==> config.mk <==
export PLATFORM = sky130hd
export DESIGN_NAME = lfu_cache_table_top
export DESIGN_NICKNAME = d
export VERILOG_FILES = /design/src/lfu_pkg.sv /design/src/lfu_ram.sv /design/src/lfu_scan.sv /design/src/lfu_cache_table_top.sv
export SDC_FILE = /design/constraint.sdc
export NUM_CORES = 2
export LEC_CHECK = 0
export BUFFER_PORTS_ARGS = -buffer_cell sky130_fd_sc_hd__buf_2
export CAP_MARGIN = 5
export CORE_ASPECT_RATIO = 1.5
export CORE_MARGIN = 1.5
export CORE_UTILIZATION = 30
export CTS_CLUSTER_DIAMETER = 50
export CTS_CLUSTER_SIZE = 14
export DETAILED_ROUTE_END_ITERATION = 10
export GPL_ROUTABILITY_DRIVEN = 0
export GPL_TIMING_DRIVEN = 0
export PLACE_DENSITY = 0.46
export SLEW_MARGIN = 20
export SYNTH_ARGS = -nofsm -noshare
export SYNTH_HDL_FRONTEND = slang
export SYNTH_SLANG_ARGS = --single-unit
==> constraint.sdc <==
create_clock -name clock -period 38.9 [get_ports clock]
set_clock_uncertainty 0.2 [all_clocks]
set_input_delay 7.78 -clock clock [delete_from_list [all_inputs] [get_ports clock]]
set_output_delay 7.78 -clock clock [all_outputs]
set_load 0.02 [all_outputs]
==> src/lfu_pkg.sv <==
// Package for the LFU cache table: payload types, entry layout and constants.
`timescale 1ns / 1ps
`default_nettype none

package lfu_pkg;

   localparam int CAPACITY_DEFAULT = 16;
   localparam int CFG_W            = 5;
   localparam logic [CFG_W-1:0] CFG_RESET = 5'd16;

   localparam logic OP_GET = 1'b0;
   localparam logic OP_PUT = 1'b1;

   localparam logic [31:0] COUNT_MAX = 32'hFFFF_FFFF;

   typedef struct packed {
      logic               op;
      logic signed [31:0] lookup_key;
      logic signed [31:0] write_value;
   } req_type;

   typedef struct packed {
      logic               hit;
      logic signed [31:0] read_value;
      logic               evicted;
      logic signed [31:0] evicted_key;
   } rsp_type;

   typedef struct packed {
      logic [31:0] key;
      logic [31:0] value;
      logic [31:0] use_count;
      logic [63:0] last_touch;
   } entry_type;

   localparam int ENTRY_W = $bits(entry_type);

   // sequencer -> scan unit
   typedef struct packed {
      logic clear;
      logic load;
   } scan_ctrl_type;

   // scan unit -> sequencer
   typedef struct packed {
      logic        found;
      logic [31:0] found_value;
      logic [31:0] found_count;
      logic        victim_valid;
      logic [31:0] victim_key;
   } scan_stat_type;

endpackage

`default_nettype wire

==> src/lfu_ram.sv <==
// Generic single-write, single-read RAM with registered read data.
`timescale 1ns / 1ps
`default_nettype none

module lfu_ram #(
   parameter int WIDTH = 8,
   parameter int DEPTH = 16,
   parameter int AW    = (DEPTH > 1) ? $clog2(DEPTH) : 1
) (
   input  wire logic             clock,
   input  wire logic             wr_en,
   input  wire logic [AW-1:0]    wr_addr,
   input  wire logic [WIDTH-1:0] wr_data,
   input  wire logic             rd_en,
   input  wire logic [AW-1:0]    rd_addr,
   output logic      [WIDTH-1:0] rd_data
);

   logic [WIDTH-1:0] mem_ff [DEPTH];

   always_ff @(posedge clock) begin
      if (wr_en) begin
         mem_ff[wr_addr] <= wr_data;
      end
      if (rd_en) begin
         rd_data <= mem_ff[rd_addr];
      end
   end

endmodule

`default_nettype wire

==> src/lfu_scan.sv <==
// Scan unit: one entry per cycle, tracks the key match and the LFU/LRU victim.
`timescale 1ns / 1ps
`default_nettype none

module lfu_scan #(
   parameter int IDX_W = 4
) (
   input  wire logic                   clock,
   input  wire logic                   reset,
   input  wire lfu_pkg::scan_ctrl_type ctrl,
   input  wire logic [31:0]            key,
   input  wire logic [IDX_W-1:0]       slot,
   input  wire lfu_pkg::entry_type     rd_data,
   output lfu_pkg::scan_stat_type      stat,
   output logic [IDX_W-1:0]            found_slot,
   output logic [IDX_W-1:0]            victim_slot
);

   import lfu_pkg::*;

   logic             found_ff,     found_in;
   logic [IDX_W-1:0] fslot_ff,     fslot_in;
   logic [31:0]      fvalue_ff,    fvalue_in;
   logic [31:0]      fcount_ff,    fcount_in;
   logic             vvalid_ff,    vvalid_in;
   logic [IDX_W-1:0] vslot_ff,     vslot_in;
   logic [31:0]      vkey_ff,      vkey_in;
   logic [31:0]      vcount_ff,    vcount_in;
   logic [63:0]      vstamp_ff,    vstamp_in;
   logic             better;

   // lower count wins, then older stamp; strict compare keeps the lowest slot on ties
   assign better = (rd_data.use_count < vcount_ff) ||
                   ((rd_data.use_count == vcount_ff) && (rd_data.last_touch < vstamp_ff));

   always_comb begin
      found_in  = found_ff;
      fslot_in  = fslot_ff;
      fvalue_in = fvalue_ff;
      fcount_in = fcount_ff;
      vvalid_in = vvalid_ff;
      vslot_in  = vslot_ff;
      vkey_in   = vkey_ff;
      vcount_in = vcount_ff;
      vstamp_in = vstamp_ff;
      if (ctrl.clear) begin
         found_in  = 1'b0;
         vvalid_in = 1'b0;
      end else if (ctrl.load) begin
         if (!found_ff && (rd_data.key == key)) begin
            found_in  = 1'b1;
            fslot_in  = slot;
            fvalue_in = rd_data.value;
            fcount_in = rd_data.use_count;
         end
         if (!vvalid_ff || better) begin
            vvalid_in = 1'b1;
            vslot_in  = slot;
            vkey_in   = rd_data.key;
            vcount_in = rd_data.use_count;
            vstamp_in = rd_data.last_touch;
         end
      end
   end

   always_ff @(posedge clock) begin
      if (reset) begin
         found_ff  <= 1'b0;
         vvalid_ff <= 1'b0;
      end else begin
         found_ff  <= found_in;
         vvalid_ff <= vvalid_in;
      end
      fslot_ff  <= fslot_in;
      fvalue_ff <= fvalue_in;
      fcount_ff <= fcount_in;
      vslot_ff  <= vslot_in;
      vkey_ff   <= vkey_in;
      vcount_ff <= vcount_in;
      vstamp_ff <= vstamp_in;
   end

   assign stat.found        = found_ff;
   assign stat.found_value  = fvalue_ff;
   assign stat.found_count  = fcount_ff;
   assign stat.victim_valid = vvalid_ff;
   assign stat.victim_key   = vkey_ff;
   assign found_slot        = fslot_ff;
   assign victim_slot       = vslot_ff;

endmodule

`default_nettype wire

==> src/lfu_cache_table_top.sv <==
// Top level of the LFU cache table: sequencer, entry RAM, scan unit, output register.
//
// Key-value store with least-frequently-used replacement, oldest access stamp
// breaking ties among equal use counts.
// - req channel (valid/ready): op (get/put), lookup_key, write_value. One
//   transfer per item; req_ready is high only while the sequencer is idle.
// - rsp channel (valid/ready): exactly one transfer per item with hit,
//   read_value, evicted, evicted_key.
// - csr port: csr_wr_en/csr_wr_data write active_capacity (reset 16), which
//   saturates at CAPACITY. Write it only while no item is in flight.
// Scan: the sequencer reads the occupied entries (at most CAPACITY) from the
// RAM one per cycle (single read port). The next item is taken in the cycle
// after the result is loaded into the output register, so a new request is
// not accepted before the sequencer has finished with the last one.
// Entries fill slots in order and are never invalidated, so a fill count
// stands in for valid bits; reset zeroes it and the access clock, no clearing
// pass is needed.
// If rsp_ready is low, the result holds in the output register and a new item
// may still be accepted and scanned; it waits for the register before update.
`timescale 1ns / 1ps
`default_nettype none

module lfu_cache_table_top #(
   parameter int CAPACITY = lfu_pkg::CAPACITY_DEFAULT
) (
   input  wire logic                      clock,
   input  wire logic                      reset,
   input  wire logic                      req_valid,
   output logic                           req_ready,
   input  wire lfu_pkg::req_type          req_data,
   output logic                           rsp_valid,
   input  wire logic                      rsp_ready,
   output lfu_pkg::rsp_type               rsp_data,
   input  wire logic                      csr_wr_en,
   input  wire logic [lfu_pkg::CFG_W-1:0] csr_wr_data
);

   import lfu_pkg::*;

   localparam int IdxW = (CAPACITY > 1) ? $clog2(CAPACITY) : 1;
   localparam int CntW = $clog2(CAPACITY + 1);
   localparam int CmpW = (CntW > CFG_W) ? CntW : CFG_W;
   localparam logic [CmpW-1:0] CapMax = CmpW'(CAPACITY);
   localparam logic [CntW-1:0] FullCnt = CntW'(CAPACITY);

   typedef enum logic [2:0] {
      ST_IDLE   = 3'b001,
      ST_SCAN   = 3'b010,
      ST_DECIDE = 3'b100
   } state_type;

   state_type       state_ff, state_in;
   logic [CFG_W-1:0] cfg_ff;
   req_type         req_ff;
   logic [CntW-1:0] used_ff, used_in;
   logic [CntW-1:0] issue_ff, issue_in;
   logic            pend_ff, pend_in;
   logic [IdxW-1:0] slot_ff;
   logic [63:0]     clock_ff;
   logic            rsp_valid_ff, rsp_valid_in;
   rsp_type         rsp_ff, rsp_in;

   logic            req_fire;
   logic            issue;
   logic            decide_go;
   logic [CmpW-1:0] cap_eff;
   logic            get_hit, put_ok, put_hit, put_evict, put_fill;
   logic            ram_we;
   logic [IdxW-1:0] ram_waddr;
   entry_type       ram_wdata;
   entry_type       ram_rdata;
   logic [ENTRY_W-1:0] ram_rbits;
   logic [31:0]     count_inc;

   scan_ctrl_type   scan_ctrl;
   scan_stat_type   scan_stat;
   logic [IdxW-1:0] found_slot;
   logic [IdxW-1:0] victim_slot;

   assign req_ready = (state_ff == ST_IDLE);
   assign req_fire  = req_valid && req_ready;
   assign issue     = (state_ff == ST_SCAN) && (issue_ff != used_ff);
   // result register must be free (or draining) before the update commits
   assign decide_go = (state_ff == ST_DECIDE) && (!rsp_valid_ff || rsp_ready);

   assign cap_eff = (CmpW'(cfg_ff) > CapMax) ? CapMax : CmpW'(cfg_ff);

   // ---- item decision, from the finished scan ----
   assign get_hit   = (req_ff.op == OP_GET) && scan_stat.found;
   assign put_ok    = (req_ff.op == OP_PUT) && (cap_eff != '0);
   assign put_hit   = put_ok && scan_stat.found;
   assign put_evict = put_ok && !scan_stat.found && (CmpW'(used_ff) >= cap_eff) &&
                      scan_stat.victim_valid;
   assign put_fill  = put_ok && !scan_stat.found && !put_evict && (used_ff != FullCnt);

   assign count_inc = (scan_stat.found_count == COUNT_MAX) ? COUNT_MAX :
                      scan_stat.found_count + 32'd1;

   assign ram_we = decide_go && (get_hit || put_hit || put_evict || put_fill);

   always_comb begin
      if (scan_stat.found) begin
         ram_waddr = found_slot;
      end else if (put_evict) begin
         ram_waddr = victim_slot;
      end else begin
         ram_waddr = used_ff[IdxW-1:0];
      end
      ram_wdata.key        = req_ff.lookup_key;
      ram_wdata.value      = get_hit ? scan_stat.found_value : req_ff.write_value;
      ram_wdata.use_count  = scan_stat.found ? count_inc : 32'd1;
      ram_wdata.last_touch = clock_ff;
   end

   // ---- sequencer ----
   always_comb begin
      state_in = state_ff;
      issue_in = issue_ff;
      pend_in  = issue;
      used_in  = used_ff;
      unique case (state_ff)
         ST_IDLE: begin
            if (req_fire) begin
               state_in = ST_SCAN;
               issue_in = '0;
            end
         end
         ST_SCAN: begin
            if (issue) begin
               issue_in = issue_ff + CntW'(1);
            end else if (!pend_ff) begin
               state_in = ST_DECIDE;
            end
         end
         ST_DECIDE: begin
            if (decide_go) begin
               state_in = ST_IDLE;
               if (put_fill) begin
                  used_in = used_ff + CntW'(1);
               end
            end
         end
         default: state_in = ST_IDLE;
      endcase
   end

   assign scan_ctrl.clear = req_fire;
   assign scan_ctrl.load  = pend_ff;

   // ---- output register ----
   always_comb begin
      rsp_valid_in = rsp_valid_ff && !rsp_ready;
      rsp_in       = rsp_ff;
      if (decide_go) begin
         rsp_valid_in       = 1'b1;
         rsp_in.hit         = get_hit || put_hit;
         rsp_in.read_value  = get_hit ? scan_stat.found_value : '0;
         rsp_in.evicted     = put_evict;
         rsp_in.evicted_key = put_evict ? scan_stat.victim_key : '0;
      end
   end

   always_ff @(posedge clock) begin
      if (reset) begin
         state_ff     <= ST_IDLE;
         cfg_ff       <= CFG_RESET;
         used_ff      <= '0;
         issue_ff     <= '0;
         pend_ff      <= 1'b0;
         clock_ff     <= '0;
         rsp_valid_ff <= 1'b0;
      end else begin
         state_ff     <= state_in;
         used_ff      <= used_in;
         issue_ff     <= issue_in;
         pend_ff      <= pend_in;
         rsp_valid_ff <= rsp_valid_in;
         if (csr_wr_en) begin
            cfg_ff <= csr_wr_data;
         end
         if (ram_we) begin
            clock_ff <= clock_ff + 64'd1;
         end
      end
      if (req_fire) begin
         req_ff <= req_data;
      end
      slot_ff <= issue_ff[IdxW-1:0];
      rsp_ff  <= rsp_in;
   end

   lfu_ram #(
      .WIDTH (ENTRY_W),
      .DEPTH (CAPACITY),
      .AW    (IdxW)
   ) u_ram (
      .clock   (clock),
      .wr_en   (ram_we),
      .wr_addr (ram_waddr),
      .wr_data (ram_wdata),
      .rd_en   (issue),
      .rd_addr (issue_ff[IdxW-1:0]),
      .rd_data (ram_rbits)
   );

   assign ram_rdata = entry_type'(ram_rbits);

   lfu_scan #(
      .IDX_W (IdxW)
   ) u_scan (
      .clock       (clock),
      .reset       (reset),
      .ctrl        (scan_ctrl),
      .key         (req_ff.lookup_key),
      .slot        (slot_ff),
      .rd_data     (ram_rdata),
      .stat        (scan_stat),
      .found_slot  (found_slot),
      .victim_slot (victim_slot)
   );

   assign rsp_valid = rsp_valid_ff;
   assign rsp_data  = rsp_ff;

   // ---- assertions ----
   a_state_onehot: assert property (@(posedge clock) disable iff (reset)
      $onehot(state_ff))
      else $error("sequencer state not one-hot");

   a_used_bound: assert property (@(posedge clock) disable iff (reset)
      used_ff <= FullCnt)
      else $error("fill count beyond capacity");

   a_stamp_step: assert property (@(posedge clock) disable iff (reset)
      ram_we |=> (clock_ff == $past(clock_ff) + 64'd1))
      else $error("access clock did not advance on entry update");

   a_evict_miss: assert property (@(posedge clock) disable iff (reset)
      rsp_valid_ff && rsp_ff.evicted |-> !rsp_ff.hit)
      else $error("eviction reported on a hit");

   a_scan_after_accept: assert property (@(posedge clock) disable iff (reset)
      req_fire |=> (state_ff == ST_SCAN) && (issue_ff == '0))
      else $error("accepted item did not start a scan");

endmodule

`default_nettype wire
==> run summary <==
hold endpoint: slot_ff[3]$_DFF_P_
site row count: 283
Setup Buffers After CTS: 0
Int Pwr: 5.01 mW
VDD IR max: 0.0352 mV
dpl hpwl: 222000 um
Hold Crit Start: issue_ff[3]$_SDFFE_PP0P_
start of the worst register-to-register path: used_ff[0]$_SDFFE_PP0P_
clk slew on worst S/H paths: 0.07 ns
# setup viols final: 0
Max H-tree Level: 5
Via-to-Cell Ratio: 4.94
Worst-Margin Slew: 1.16 ns
GRT overflow: 0
Hold Violations, Final: 0
Avg Inst Size Synth: 22.8 sq um
synth top area cells: edfxtp_1 77%, mux4_2 15%, dfxtp_1 1.5%
RSZ-0062 raised after global routing: no
Root Driver: clkbuf_16
CTS tree: done
ys flop type: edfxtp_1
die span in y: 775 um
DR vias: 55600
count of pins over their slew limit: 0
total CTS buffers: 271
commonest non-fill, non-tap cell in the layout: edfxtp_1
port buffer count: 141
share of layout cells above drive strength 1: 28.7%
FF+latch count, synth: 3141
leading area contributor after synthesis: edfxtp_1
Power per Cell Area: 44.5 nW/um^2
Synth Net Count: 5402
minimum clock period: 11.44 ns
DRT iter0 DRCs: 4338
status: finished clean
Arr. time, crit path: 11.83 ns
fin area: 140000 sq um
Hold-fix buffers, CTS: 0
post-synthesis cell area: 119000 sq um
post-synth cell types: 65
starting density of the core: 30.1%
YS warnings: 0
EDFF count, synth: 3051
first-pass GRT wire length: 469000 um
number of clock sinks: 3141
reg2reg end: u_ram.mem_ff[9][112]$_DFFE_PP_
CP max FO: 14
placed instance area: 133000 sq um
CTS resizes: 0
DRC viols: 0
Core Region: 396000 sq um
Synth async-reset ratio: 0%
Avg WL per Cell: 29.7 um
NumNets Final: 6068
sequential fraction of the synthesis area: 78.3%
pin count of the biggest net entering global routing: 45
Clock Power Share: 40.3%
Post-Synthesis Cells: 5222
area delta synth->final: 17.7%
drt pass-1 iters: 5
IO Pins: 143
HP Class: reg2reg
Startpoint Class: primary input
Max Clock Freq: 0.0874 GHz
Worst Setup End Kind: register
drt total wl: 334000 um
worst path required time: 39.29 ns
width of the die: 518 um
switching share of power: 19.9%
Comb power frac: 0.6%
Pleak: 41.5 nW
most frequent cells in the layout: 3051 x edfxtp_1, 800 x mux4_2, 281 x clkbuf_16, 179 x buf_2, 147 x clkbuf_1
setup TNS: 0 ns
Max-Cap Viols: 0
GRT Overall Usage: 16.4%
Worst R2R Path Depth: 18
hold depth: 0
Critical Setup Path Class: in2reg
worst skew pair latency: 0.90 ns
number of global-route vias before repair: 60000
register-to-register setup slack: 32.57 ns
Final period util: 29.4%
Flop pwr share: 59.1%
initial antenna violation count: 10
Sw Pwr: 1.24 mW
die footprint: 401000 sq um
CTS max path bufs: 4
DRT antenna net count: 0
top-area cell type share of the netlist area: 76.8%
Worst slew margin: 23.0%
final hold slack: 0.151 ns
worst max-delay path by stage:
stage                   start                              to  slack, ns  cells after the start
floorplan           rsp_ready    u_ram.mem_ff[7][0]$_DFFE_PP_      20.64                      7
finish              rsp_ready  u_ram.mem_ff[9][112]$_DFFE_PP_      27.46                     15
global placement    rsp_ready  u_ram.mem_ff[6][116]$_DFFE_PP_       5.66                      8
CTS                 rsp_ready   u_ram.mem_ff[9][84]$_DFFE_PP_      27.52                     15
global route        rsp_ready   u_ram.mem_ff[9][84]$_DFFE_PP_      27.28                     15
detailed placement  rsp_ready  u_ram.mem_ff[9][112]$_DFFE_PP_      26.56                     15
per-stage QoR:
| stage | utilization (%) | worst slack, ns | power [mW] | std cells |
|---|---|---|---|---|
| after floorplan | - | 20.64 | 3.78 | 5222 |
| after global placement | 32.0 | 5.66 | 3.80 | 10600 |
| after detailed placement | 33.6 | 26.56 | 3.80 | 10900 |
| after CTS | 35.4 | 27.52 | 6.32 | 11200 |
| after global routing | 35.5 | 27.28 | 6.42 | 11200 |
| final | 35.5 | 27.46 | 6.25 | 11200 |
critical path: stages:
cell and delay (ns):
buf_2 0.19, nand2b_1 0.17, nand2_1 0.07, clkbuf_1 0.27, clkbuf_1 0.33, nor2_1 0.38, nand3b_1 0.41, nor2_4 0.81
buf_12 0.27, buf_16 0.19, buf_16 0.17, buf_12 0.18, buf_16 0.19, buf_16 0.17, buf_16 0.16
per-layer routing:
| layer | vias up | global-route usage, % | routed length (um) | part of all wire [%] |
|---|---|---|---|---|
| li1 | 23200 | - | - | - |
| met1 | 30800 | 19.7 | 131000 | 39 |
| met2 | 1222 | 31.0 | 183000 | 55 |
| met3 | 405 | 1.72 | 10900 | 3.3 |
| met4 | 4 | 4.57 | 9250 | 2.8 |
| met5 | - | 0 | 25 | 0.0075 |
synth_stat cells (all sizes together), types with 8 or more instances:
cell type,instances
xnor2,58
nand4,45
o31ai,10
mux4,800
and2,42
or4,14
a21o,11
edfxtp,3051
dfxtp,90
and4,14
clkbuf,180
o21ai,32
buf,50
nor2,105
mux2,32
and3,55
inv,122
nand2b,8
xor2,47
nor3,23
nor4,32
ha,105
nand3,48
nand2,72
a21oi,91
area by class of cell:
class / instances / area (sq um)
Clock buffer: 320 / 7200
Fill cell: 36700 / 255000
Tap cell: 5272 / 6600
Clock inverter: 28 / 239
Timing Repair Buffer: 393 / 6710
Buffer: 230 / 1010
Multi-Input combinational cell: 1728 / 24800
Sequential cell: 3141 / 93400
Inverter: 123 / 467
Antenna cell: 5 / 12.5
cells by family after synthesis:
logic type	after synthesis	share of synthesized area, %
flops	3141	78.3
mux	837	15.4
simple gates	488	2.26
buf+inv	353	1.13
compound gates	193	0.978
xor+xnor	105	0.771
fa+ha+maj	105	1.10
state kept, by name, indices dropped and copies added (netlist names):
signal,count
u_scan.fcount_ff,32
pend_ff,1
slot_ff,4
ram_wdata,32
u_scan.vvalid_ff,1
u_scan.vkey_ff,32
u_scan.victim_slot,4
u_scan.vcount_ff,32
state_ff,3
used_ff,5
u_ram.rd_data,160
cfg_ff,5
rsp_valid,1
u_scan.found_slot,4
issue_ff,5
u_ram.mem_ff,2560
u_scan.fvalue_ff,32
u_scan.vstamp_ff,64
clock_ff,64
u_scan.found_ff,1
rsp_data,66
req_ff,33
power groups by stage:
| stage | logic (mW) | clock network (mW) | registers, mW |
|---|---|---|---|
| final | 0.0353 | 2.52 | 3.69 |
| after detailed placement | 0.0364 | 0 | 3.77 |
| after global routing | 0.0382 | 2.69 | 3.69 |
| after global placement | 0.0341 | 0 | 3.77 |
| after floorplan | 0.0159 | 0 | 3.76 |
| after CTS | 0.0364 | 2.59 | 3.69 |
Power figures use the tool's default switching activity.
